$ cat src/stq_pkg.sv
// shared types and constants for the sorted timer expiry queue
`default_nettype none
package stq_pkg;

	localparam int ID_W = 4;
	localparam int NS_W = 64;
	localparam int PERIOD_W = 30;
	localparam int TICKS_W = 8;
	localparam int ADV_W = 32;
	localparam logic [PERIOD_W-1:0] TICK_PERIOD_RESET = 30'd10000000;

	typedef enum logic [1:0] {
		ACT_TICK = 2'd0,
		ACT_ARM  = 2'd1,
		ACT_STOP = 2'd2
	} action_t;

	typedef enum logic [1:0] {
		LOP_NOP,
		LOP_INSERT,
		LOP_POP_HEAD,
		LOP_REMOVE
	} list_op_t;

	typedef enum logic [3:0] {
		S_IDLE,
		S_ARM_WR,
		S_INS_RD,
		S_INS_CMP,
		S_TICK_ADD,
		S_FIRE_RD,
		S_FIRE_CHK,
		S_FIRE_END,
		S_RE_RD,
		S_RE_ID,
		S_RE_KEY
	} state_t;

endpackage
`default_nettype wire

$ cat src/stq_ram.sv
// simple dual-port memory, one write and one registered read per cycle
`default_nettype none
module stq_ram #(
	parameter int WIDTH = 64,
	parameter int DEPTH = 16
) (
	input  wire logic                     clk,
	input  wire logic                     we,
	input  wire logic [$clog2(DEPTH)-1:0] waddr,
	input  wire logic [WIDTH-1:0]         wdata,
	input  wire logic [$clog2(DEPTH)-1:0] raddr,
	output logic      [WIDTH-1:0]         rdata
);
	logic [WIDTH-1:0] mem [DEPTH];

	always_ff @(posedge clk) begin
		if (we) begin
			mem[waddr] <= wdata;
		end
	end

	always_ff @(posedge clk) begin
		rdata <= mem[raddr];
	end

endmodule
`default_nettype wire

$ cat src/stq_order_list.sv
// slot list in expiry order with insert, head pop and removal by slot
`default_nettype none
module stq_order_list #(
	parameter int NUM_TIMERS = 16
) (
	input  wire logic                            clk,
	input  wire logic                            arst_n,
	input  wire stq_pkg::list_op_t               op,
	input  wire logic [$clog2(NUM_TIMERS+1)-1:0] pos,
	input  wire logic [$clog2(NUM_TIMERS)-1:0]   id,
	input  wire logic [$clog2(NUM_TIMERS)-1:0]   rd_pos,
	output logic      [$clog2(NUM_TIMERS)-1:0]   rd_id,
	output logic      [$clog2(NUM_TIMERS)-1:0]   head,
	output logic      [$clog2(NUM_TIMERS+1)-1:0] count
);
	import stq_pkg::*;

	localparam int IW = $clog2(NUM_TIMERS);
	localparam int CW = $clog2(NUM_TIMERS+1);

	logic [IW-1:0] ent_q [NUM_TIMERS];
	logic [CW-1:0] count_q;
	logic [NUM_TIMERS-1:0] match;
	logic [NUM_TIMERS-1:0] at_or_after;

	assign rd_id = ent_q[rd_pos];
	assign head  = ent_q[0];
	assign count = count_q;

	always_comb begin
		for (int j = 0; j < NUM_TIMERS; j++) begin
			match[j] = (ent_q[j] == id) && (CW'(j) < count_q);
		end
		at_or_after[0] = match[0];
		for (int j = 1; j < NUM_TIMERS; j++) begin
			at_or_after[j] = at_or_after[j-1] | match[j];
		end
	end

	always_ff @(posedge clk) begin
		case (op)
			LOP_INSERT: begin
				for (int j = 0; j < NUM_TIMERS; j++) begin
					if (CW'(j) == pos) begin
						ent_q[j] <= id;
					end else if (CW'(j) > pos && j > 0) begin
						ent_q[j] <= ent_q[(j > 0) ? j-1 : 0];
					end
				end
			end
			LOP_POP_HEAD: begin
				for (int j = 0; j + 1 < NUM_TIMERS; j++) begin
					ent_q[j] <= ent_q[j+1];
				end
			end
			LOP_REMOVE: begin
				for (int j = 0; j + 1 < NUM_TIMERS; j++) begin
					if (at_or_after[j]) begin
						ent_q[j] <= ent_q[j+1];
					end
				end
			end
			default: ;
		endcase
	end

	always_ff @(posedge clk or negedge arst_n) begin
		if (!arst_n) begin
			count_q <= '0;
		end else begin
			case (op)
				LOP_INSERT:   count_q <= count_q + CW'(1);
				LOP_POP_HEAD: count_q <= count_q - CW'(1);
				LOP_REMOVE: begin
					if (|match) begin
						count_q <= count_q - CW'(1);
					end
				end
				default: ;
			endcase
		end
	end

endmodule
`default_nettype wire

$ cat src/sorted_timer_expiry_queue_unit.sv
// stop removes the slot from the list as its word is accepted; arm writes the expiry, then walks the list
// past entries expiring no later; tick advances time, pops each expired head, marks the last fired output
// as last, then re-inserts each periodic timer that fired; a full output register stalls the expiry scan
// the insert walk and expiry scan share one read port of the expiry memory
// one item in flight at a time; a result register lets the next result wait on the output
// reset clears time, active flags and list length; period returns to 10 ms, no clearing pass
`default_nettype none
module sorted_timer_expiry_queue_unit #(
	parameter int NUM_TIMERS = 16
) (
	input  wire logic         clk,
	input  wire logic         arst_n,
	input  wire logic         cfg_valid,
	output logic              cfg_ready,
	input  wire logic [29:0]  cfg_data,
	input  wire logic         s_axis_tvalid,
	output logic              s_axis_tready,
	// timer_id[3:0], delay_ns[67:4], interval_ns[131:68], elapsed_ticks[139:132]
	input  wire logic [143:0] s_axis_tdata,
	// action[1:0]
	input  wire logic [1:0]   s_axis_tuser,
	output logic              m_axis_tvalid,
	input  wire logic         m_axis_tready,
	// fired_id[3:0]
	output logic [7:0]        m_axis_tdata,
	// fired_periodic[0]
	output logic [0:0]        m_axis_tuser,
	output logic              m_axis_tlast
);
	import stq_pkg::*;

	localparam int IW = $clog2(NUM_TIMERS);
	localparam int CW = $clog2(NUM_TIMERS+1);

	state_t state_q, state_d;

	logic [PERIOD_W-1:0] period_q;
	logic [NS_W-1:0] now_q, sum_q, key_q, delay_q, interval_q;
	logic [PERIOD_W+TICKS_W-1:0] prod_q;
	logic [NUM_TIMERS-1:0] active_q;
	logic [IW-1:0] ins_id_q, pend_id_q;
	logic [CW-1:0] pos_q, nf_q, k_q;
	logic ret_q, pend_v_q, pend_per_q;
	logic out_v_q, out_per_q, out_last_q;
	logic [IW-1:0] out_id_q;

	logic accept, out_free, id_ok, periodic_c;
	action_t in_act;
	logic [ID_W-1:0] in_id;
	logic [IW-1:0] in_slot;
	logic [NS_W-1:0] key_c;

	list_op_t lop;
	logic [IW-1:0] l_id, l_rd_id, l_head;
	logic [CW-1:0] l_count;

	logic [IW-1:0] raddr, ewaddr;
	logic ewe, fwe, out_load, out_last_c;
	logic [NS_W-1:0] ewdata, exp_rd, rel_rd;
	logic [IW-1:0] fm_rd;

	assign cfg_ready = 1'b1;
	assign in_act = action_t'(s_axis_tuser);
	assign in_id = s_axis_tdata[3:0];
	assign in_slot = IW'(in_id);
	assign id_ok = 32'(in_id) < NUM_TIMERS;
	assign accept = s_axis_tvalid & s_axis_tready;
	assign out_free = !out_v_q || m_axis_tready;
	// a delay of one means the next tick only
	assign key_c = sum_q + ((delay_q == 64'd1) ? '0 : delay_q);
	assign periodic_c = rel_rd != '0;
	// removal on an incoming word uses its slot straight from the bus
	assign l_id = (state_q == S_IDLE) ? in_slot : ins_id_q;

	assign m_axis_tvalid = out_v_q;
	assign m_axis_tdata = {4'b0, 4'(out_id_q)};
	assign m_axis_tuser = out_per_q;
	assign m_axis_tlast = out_last_q;

	stq_order_list #(.NUM_TIMERS(NUM_TIMERS)) u_list (
		.clk, .arst_n, .op(lop), .pos(pos_q), .id(l_id),
		.rd_pos(pos_q[IW-1:0]), .rd_id(l_rd_id), .head(l_head), .count(l_count)
	);

	stq_ram #(.WIDTH(NS_W), .DEPTH(NUM_TIMERS)) u_expire (
		.clk, .we(ewe), .waddr(ewaddr), .wdata(ewdata), .raddr(raddr), .rdata(exp_rd)
	);

	stq_ram #(.WIDTH(NS_W), .DEPTH(NUM_TIMERS)) u_reload (
		.clk, .we(state_q == S_ARM_WR), .waddr(ins_id_q), .wdata(interval_q),
		.raddr(raddr), .rdata(rel_rd)
	);

	// periodic timers that fired on this tick, in firing order
	stq_ram #(.WIDTH(IW), .DEPTH(NUM_TIMERS)) u_fired (
		.clk, .we(fwe), .waddr(nf_q[IW-1:0]), .wdata(l_head),
		.raddr(k_q[IW-1:0]), .rdata(fm_rd)
	);

	always_ff @(posedge clk or negedge arst_n) begin
		if (!arst_n) begin
			state_q <= S_IDLE;
		end else begin
			state_q <= state_d;
		end
	end

	always_comb begin
		state_d = state_q;
		s_axis_tready = 1'b0;
		lop = LOP_NOP;
		raddr = l_head;
		ewe = 1'b0;
		ewaddr = ins_id_q;
		ewdata = key_c;
		fwe = 1'b0;
		out_load = 1'b0;
		out_last_c = 1'b0;
		case (state_q)
			S_IDLE: begin
				s_axis_tready = 1'b1;
				if (accept) begin
					case (in_act)
						ACT_ARM: begin
							if (id_ok) begin
								if (active_q[in_slot]) begin
									lop = LOP_REMOVE;
								end
								state_d = S_ARM_WR;
							end
						end
						ACT_STOP: begin
							if (id_ok && active_q[in_slot]) begin
								lop = LOP_REMOVE;
							end
						end
						ACT_TICK: state_d = S_TICK_ADD;
						default: ;
					endcase
				end
			end
			S_ARM_WR: begin
				ewe = 1'b1;
				state_d = S_INS_RD;
			end
			S_INS_RD: begin
				if (pos_q == l_count) begin
					lop = LOP_INSERT;
					state_d = ret_q ? S_RE_RD : S_IDLE;
				end else begin
					raddr = l_rd_id;
					state_d = S_INS_CMP;
				end
			end
			S_INS_CMP: begin
				// equal expiry goes behind, keeping arming order
				if (exp_rd <= key_q) begin
					state_d = S_INS_RD;
				end else begin
					lop = LOP_INSERT;
					state_d = ret_q ? S_RE_RD : S_IDLE;
				end
			end
			S_TICK_ADD: state_d = S_FIRE_RD;
			S_FIRE_RD: begin
				state_d = (l_count == '0) ? S_FIRE_END : S_FIRE_CHK;
			end
			S_FIRE_CHK: begin
				if (exp_rd <= now_q) begin
					if (!pend_v_q || out_free) begin
						lop = LOP_POP_HEAD;
						ewe = periodic_c;
						ewaddr = l_head;
						ewdata = exp_rd + rel_rd;
						fwe = periodic_c;
						out_load = pend_v_q;
						state_d = S_FIRE_RD;
					end
				end else begin
					state_d = S_FIRE_END;
				end
			end
			S_FIRE_END: begin
				if (!pend_v_q || out_free) begin
					out_load = pend_v_q;
					out_last_c = 1'b1;
					state_d = S_RE_RD;
				end
			end
			S_RE_RD: begin
				state_d = (k_q == nf_q) ? S_IDLE : S_RE_ID;
			end
			S_RE_ID: begin
				raddr = fm_rd;
				state_d = S_RE_KEY;
			end
			S_RE_KEY: state_d = S_INS_RD;
			default: state_d = S_IDLE;
		endcase
	end

	// payload registers
	always_ff @(posedge clk) begin
		if (state_q == S_IDLE && accept) begin
			ins_id_q <= in_slot;
			delay_q <= s_axis_tdata[67:4];
			interval_q <= s_axis_tdata[131:68];
			sum_q <= now_q + NS_W'(period_q);
			prod_q <= s_axis_tdata[139:132] * period_q;
		end
		case (state_q)
			S_ARM_WR: begin
				key_q <= key_c;
				pos_q <= '0;
			end
			S_INS_CMP: begin
				if (exp_rd <= key_q) begin
					pos_q <= pos_q + CW'(1);
				end
			end
			S_FIRE_CHK: begin
				if (lop == LOP_POP_HEAD) begin
					pend_id_q <= l_head;
					pend_per_q <= periodic_c;
				end
			end
			S_RE_ID: ins_id_q <= fm_rd;
			S_RE_KEY: begin
				key_q <= exp_rd;
				pos_q <= '0;
			end
			default: ;
		endcase
		if (out_load) begin
			out_id_q <= pend_id_q;
			out_per_q <= pend_per_q;
			out_last_q <= out_last_c;
		end
	end

	// control registers
	always_ff @(posedge clk or negedge arst_n) begin
		if (!arst_n) begin
			period_q <= TICK_PERIOD_RESET;
			now_q <= '0;
			active_q <= '0;
			ret_q <= 1'b0;
			nf_q <= '0;
			k_q <= '0;
			pend_v_q <= 1'b0;
			out_v_q <= 1'b0;
		end else begin
			if (cfg_valid && cfg_ready) begin
				period_q <= cfg_data;
			end
			if (state_q == S_IDLE && accept && id_ok) begin
				if (in_act == ACT_ARM) begin
					active_q[in_slot] <= 1'b1;
				end else if (in_act == ACT_STOP) begin
					active_q[in_slot] <= 1'b0;
				end
			end
			if (state_q == S_IDLE && accept) begin
				ret_q <= in_act == ACT_TICK;
			end
			case (state_q)
				S_TICK_ADD: begin
					now_q <= now_q + NS_W'(prod_q[ADV_W-1:0]);
					nf_q <= '0;
					k_q <= '0;
					pend_v_q <= 1'b0;
				end
				S_FIRE_CHK: begin
					if (lop == LOP_POP_HEAD) begin
						pend_v_q <= 1'b1;
						if (periodic_c) begin
							nf_q <= nf_q + CW'(1);
						end else begin
							active_q[l_head] <= 1'b0;
						end
					end
				end
				S_FIRE_END: begin
					if (state_d == S_RE_RD) begin
						pend_v_q <= 1'b0;
					end
				end
				S_RE_RD: begin
					if (k_q != nf_q) begin
						k_q <= k_q + CW'(1);
					end
				end
				default: ;
			endcase
			if (out_load) begin
				out_v_q <= 1'b1;
			end else if (m_axis_tready) begin
				out_v_q <= 1'b0;
			end
		end
	end

endmodule
`default_nettype wire
$ cat config.mk
export PLATFORM = sky130hd
export DESIGN_NAME = sorted_timer_expiry_queue_unit
export DESIGN_NICKNAME = d
export VERILOG_FILES = /design/src/stq_pkg.sv /design/src/stq_ram.sv /design/src/stq_order_list.sv /design/src/sorted_timer_expiry_queue_unit.sv
export SDC_FILE = /design/constraint.sdc
export NUM_CORES = 2
export LEC_CHECK = 0
export BUFFER_PORTS_ARGS = -buffer_cell sky130_fd_sc_hd__buf_2
export CAP_MARGIN = 0
export CORE_MARGIN = 10
export CORE_UTILIZATION = 65
export CTS_BUF_LIST = sky130_fd_sc_hd__clkbuf_4 sky130_fd_sc_hd__clkbuf_8
export DETAILED_ROUTE_END_ITERATION = 10
export PLACE_DENSITY = 0.85
export SLEW_MARGIN = 5
export SYNTH_ARGS = -nofsm -noshare
export SYNTH_HDL_FRONTEND = slang
export SYNTH_SLANG_ARGS = --single-unit
$ cat constraint.sdc
create_clock -name clk -period 22 [get_ports clk]
set_input_delay 3.3 -clock clk [delete_from_list [all_inputs] [get_ports clk]]
set_output_delay 3.3 -clock clk [all_outputs]
set_load 0.01 [all_outputs]
==> summary.txt <==
Outcome
  • Status: finished, final reports clean

Critical path
  • Crit path DAT: 9040 ps
  • Worst path bufs/invs: 4
  • Slowest Stage Delay on Critical Path: 620 ps
  • CP top delay family: adder cells
  • Worst path slowest cell: o311ai_0
  • RR Endpoint: u_reload.rdata[8]
  • Setup Crit Path Kind: in -> reg
  • CP Cell Sequence: buf_2 > nand2_1 > fa_1 > fa_1 > inv_1 > fa_1 > inv_1 > fa_1 > inv_1 > ha_1 > nor2_1 > nor2_1 > o21ai_0 > o311ai_0 > a21oi_1 > a21oi_1 > and3_1 > nor4_1 > o41ai_1 > a21oi_1 > xnor2_1
  • R2R Setup Slk: 14,340 ps
  • FF-to-FF Start: pos_q[2]
  • Startpoint types: primary input
  • CP most frequent cell: fa_1
  • CP max FO: 30
  • Worst path required time: 22,880 ps
  • Worst reg2reg path depth: 14
  • Worst Setup End Kind: flop

Clocking
  • Clock Tree Buf Depth: 4
  • Num CTS Buffers: 430
  • Clock sink count: 2,752
  • Worst-path clk slew: 70 ps
  • Worst-skew pair later-pin latency: 1170 ps
  • CTS tree: done
  • CTS Hold Bufs: 0
  • Post-CTS sizing: 0
  • H-Tree Depth: 5
  • Post-CTS setup buffer count: 0
  • CTS root buf: clkbuf_8

Final layout
  • Post-route insts no fill: 13,400
  • Layout Area Growth over Synthesis: 9.23%
  • NumNets Final: 11,100
  • FF/Latch Area: 80,600 um^2
  • Area of the multi-input gates: 44,200 um^2
  • # fillers: 12,500
  • Fraction of layout cells with a size suffix above 1: 11.6%
  • Fin util: 71.3%

Run
  • Max_cap viols: 0

STA
  • Clk_skew: 147 ps
  • RSZ-0062 raised after global routing: false
  • Max Freq: 123 MHz
  • Setup violators final: 0
  • Final hold vios: 0
  • Tcrit/Tclk final: 37.1%
  • Slew Viols, Final: 0
  • Slew @ Worst Pin: 1330 ps
  • Setup TNS: 0 ps
  • Clock period minus worst slack: 8160 ps
  • Slew headroom: 9.12%

Detailed routing
  • Final ANT Viol Nets: 0
  • Via count: 88,400
  • Drt drc: 0
  • Starting DRT DRC Count: 11,600
  • Pre-antenna DRT Iters: 7
  • Vias per cell: 6.59
  • Final wirelength: 351 mm
  • WL/cell: 26.2 um

Synth
  • EDFF count, synth: 2,484
  • Sequential fraction of the synthesis area: 62.7%
  • Post-synthesis cell type count: 88
  • Yosys Warn Count: 0
  • Async set or reset register ratio after synthesis: 4.80%
  • Synth Instances: 10,300
  • Top_reg_cell synth: edfxtp_1
  • Syn Area/Cell: 12.4 um^2
  • #FFs+latches synth: 2,752
  • Post-Syn Area: 129,000 um^2

GRT
  • Overflow after GRT: 0
  • Gr usage total: 31.6%
  • Initial antenna violation count: 17
  • Largest net degree at the start of global routing: 218
  • Vias in the first global route: 87,500
  • First-pass GRT wire length: 525 mm

Placement
  • GP Congestion: 0.973
  • Count of buffers from port buffering: 184
  • DPL Wire Length: 213 mm
  • Dpl cells: 12,600

Power and ir drop
  • Net Switching: 9.84 mW
  • Logic pwr share: 46.8%
  • Power Total: 23.0 mW
  • Int Pwr: 13.1 mW
  • Switching Fraction: 42.8%
  • Clock share of power: 19.1%
  • Pleak: 49.3 nW
  • Reg power frac: 34.2%
  • Max VDD drop: 183 uV
  • PD cells: 164 nW/um^2

Min path
  • Hold Crit Class: reg -> reg
  • Hold path cells: 0
  • HP Start: pend_id_q[0]
  • Hold Path Sink: out_id_q[0]

Die
  • Starting Density: 65.2%
  • Core ar.: 197,000 um^2
  • DIE WIDTH: 465 um
  • Row cnt: 163
  • DIE AREA: 216,000 um^2
  • I/O pin count: 194
  • Die Ht: 465 um
[layout by cell type, fill, tap and decap left out, types with 32 or more instances in the layout]
cell and instances:
fa_1 159, a21o_1 125, clkbuf_4 158, and3_1 32, nand3_1 86, o21ai_0 335, a31oi_1 269, a311oi_1 267
xor2_1 85, a211oi_1 666, edfxtp_1 2484, dfxtp_1 136, o21a_1 37, nor3_1 77, clkbuf_8 484, buf_4 135
clkinv_1 60, mux2i_1 57, mux2_2 59, nand4_1 91, nand2_1 1571, mux4_2 45, nor2_1 260, xnor2_1 267
clkinv_2 53, a21oi_1 563, nor2b_1 56, nor4_1 59, inv_1 347, ha_1 371, buf_2 183, dfrtp_1 123
nand2b_1 50, and2_1 625
[registers in the layout (all words and copies together), names as in the netlist, 16 cells and up, named ones only]
register        count
key_q              64
active_q           16
sum_q              64
u_reload.rdata     64
period_q           30
interval_q         64
u_list.ent_q       64
delay_q            64
u_expire.rdata     64
u_fired.mem        64
now_q              64
u_expire.mem     1024
u_reload.mem     1024
prod_q             32
[layout make-up]
type	count	area share, %
Multi-Input combinational cell	6553	31.5
Antenna cell	10	0.0178
Tap cell	2640	2.35
Timing Repair Buffer	327	1.50
Clock buffer	642	5.59
Sequential cell	2752	57.4
Clock inverter	138	0.661
Inverter	350	0.942
[power by group through the flow]
stage | sequential [mW] | combinational [mW] | clock, mW
3_3_place_gp | 7.87 | 9.95 | 0
5_1_grt | 7.86 | 11.7 | 4.65
3_5_place_dp | 7.90 | 10.4 | 0
2_1_floorplan | 7.48 | 7.75 | 0
6_report | 7.85 | 10.7 | 4.38
4_1_cts | 7.80 | 10.6 | 4.41
[cells by family after synthesis]
family | count (synthesis) | synth area share [%]
muxes | 170 | 1.83
buffers and inverters | 1025 | 3.14
xor gates and xnor gates | 354 | 2.42
AOI/OAI and AO/OA | 2479 | 12.8
other | 2 | 0.00584
DFF | 2752 | 62.7
and+or+nand+nor | 3015 | 11.0
adders and majority gates | 530 | 6.09
[cells in the mapped netlist (50+ instances only)]
| library cell | instances | area (um^2) |
|---|---|---|
| a211oi_1 | 666 | 5000 |
| a21o_1 | 125 | 938 |
| a21oi_1 | 563 | 2820 |
| a311oi_1 | 267 | 2340 |
| a31oi_1 | 269 | 1680 |
| and2_1 | 625 | 3910 |
| buf_2 | 107 | 536 |
| clkbuf_1 | 509 | 1910 |
| dfrtp_1 | 124 | 3100 |
| dfxtp_1 | 136 | 2720 |
| edfxtp_1 | 2484 | 74600 |
| fa_1 | 159 | 3180 |
| ha_1 | 371 | 4640 |
| inv_1 | 348 | 1310 |
| mux2_2 | 59 | 664 |
| mux2i_1 | 61 | 611 |
| nand2_1 | 1572 | 5900 |
| nand2b_1 | 50 | 313 |
| nand3_1 | 87 | 435 |
| nand4_1 | 91 | 569 |
| nor2_1 | 290 | 1090 |
| nor2b_1 | 56 | 350 |
| nor3_1 | 82 | 410 |
| nor4_1 | 61 | 382 |
| o21ai_0 | 336 | 1680 |
| xnor2_1 | 267 | 2340 |
| xor2_1 | 85 | 744 |
[stage by stage]
stage	hold WS [ps]	cell area, um^2	setup WS, ps
2_1_floorplan	400	129000	10910
3_5_place_dp	406	132000	12880
5_1_grt	427	140000	13570
6_report	389	140000	13840
4_1_cts	402	140000	14100
3_3_place_gp	409	132000	13000
[worst max-delay path by stage]
stage / cells after the start / slack, ps / start / endpoint
finish: 21 / 13840 / s_axis_tdata[134] / prod_q[30]
global route: 21 / 13570 / s_axis_tdata[134] / prod_q[30]
CTS: 21 / 14100 / s_axis_tdata[134] / prod_q[30]
detailed placement: 21 / 12880 / s_axis_tdata[134] / prod_q[30]
global placement: 21 / 13000 / s_axis_tdata[134] / prod_q[30]
floorplan: 7 / 10910 / s_axis_tvalid / active_q[0]
[routing by layer]
metal / vias to the layer above / track usage [%] / wire [um]
met1: 43200 / 40.6 / 126000
met2: 5538 / 50.7 / 165000
li1: 38600 / - / -
met4: 18 / 15.9 / 19400
met3: 1144 / 7.24 / 40000
met5: - / 0 / 117
(Power assumes the default switching activity.)
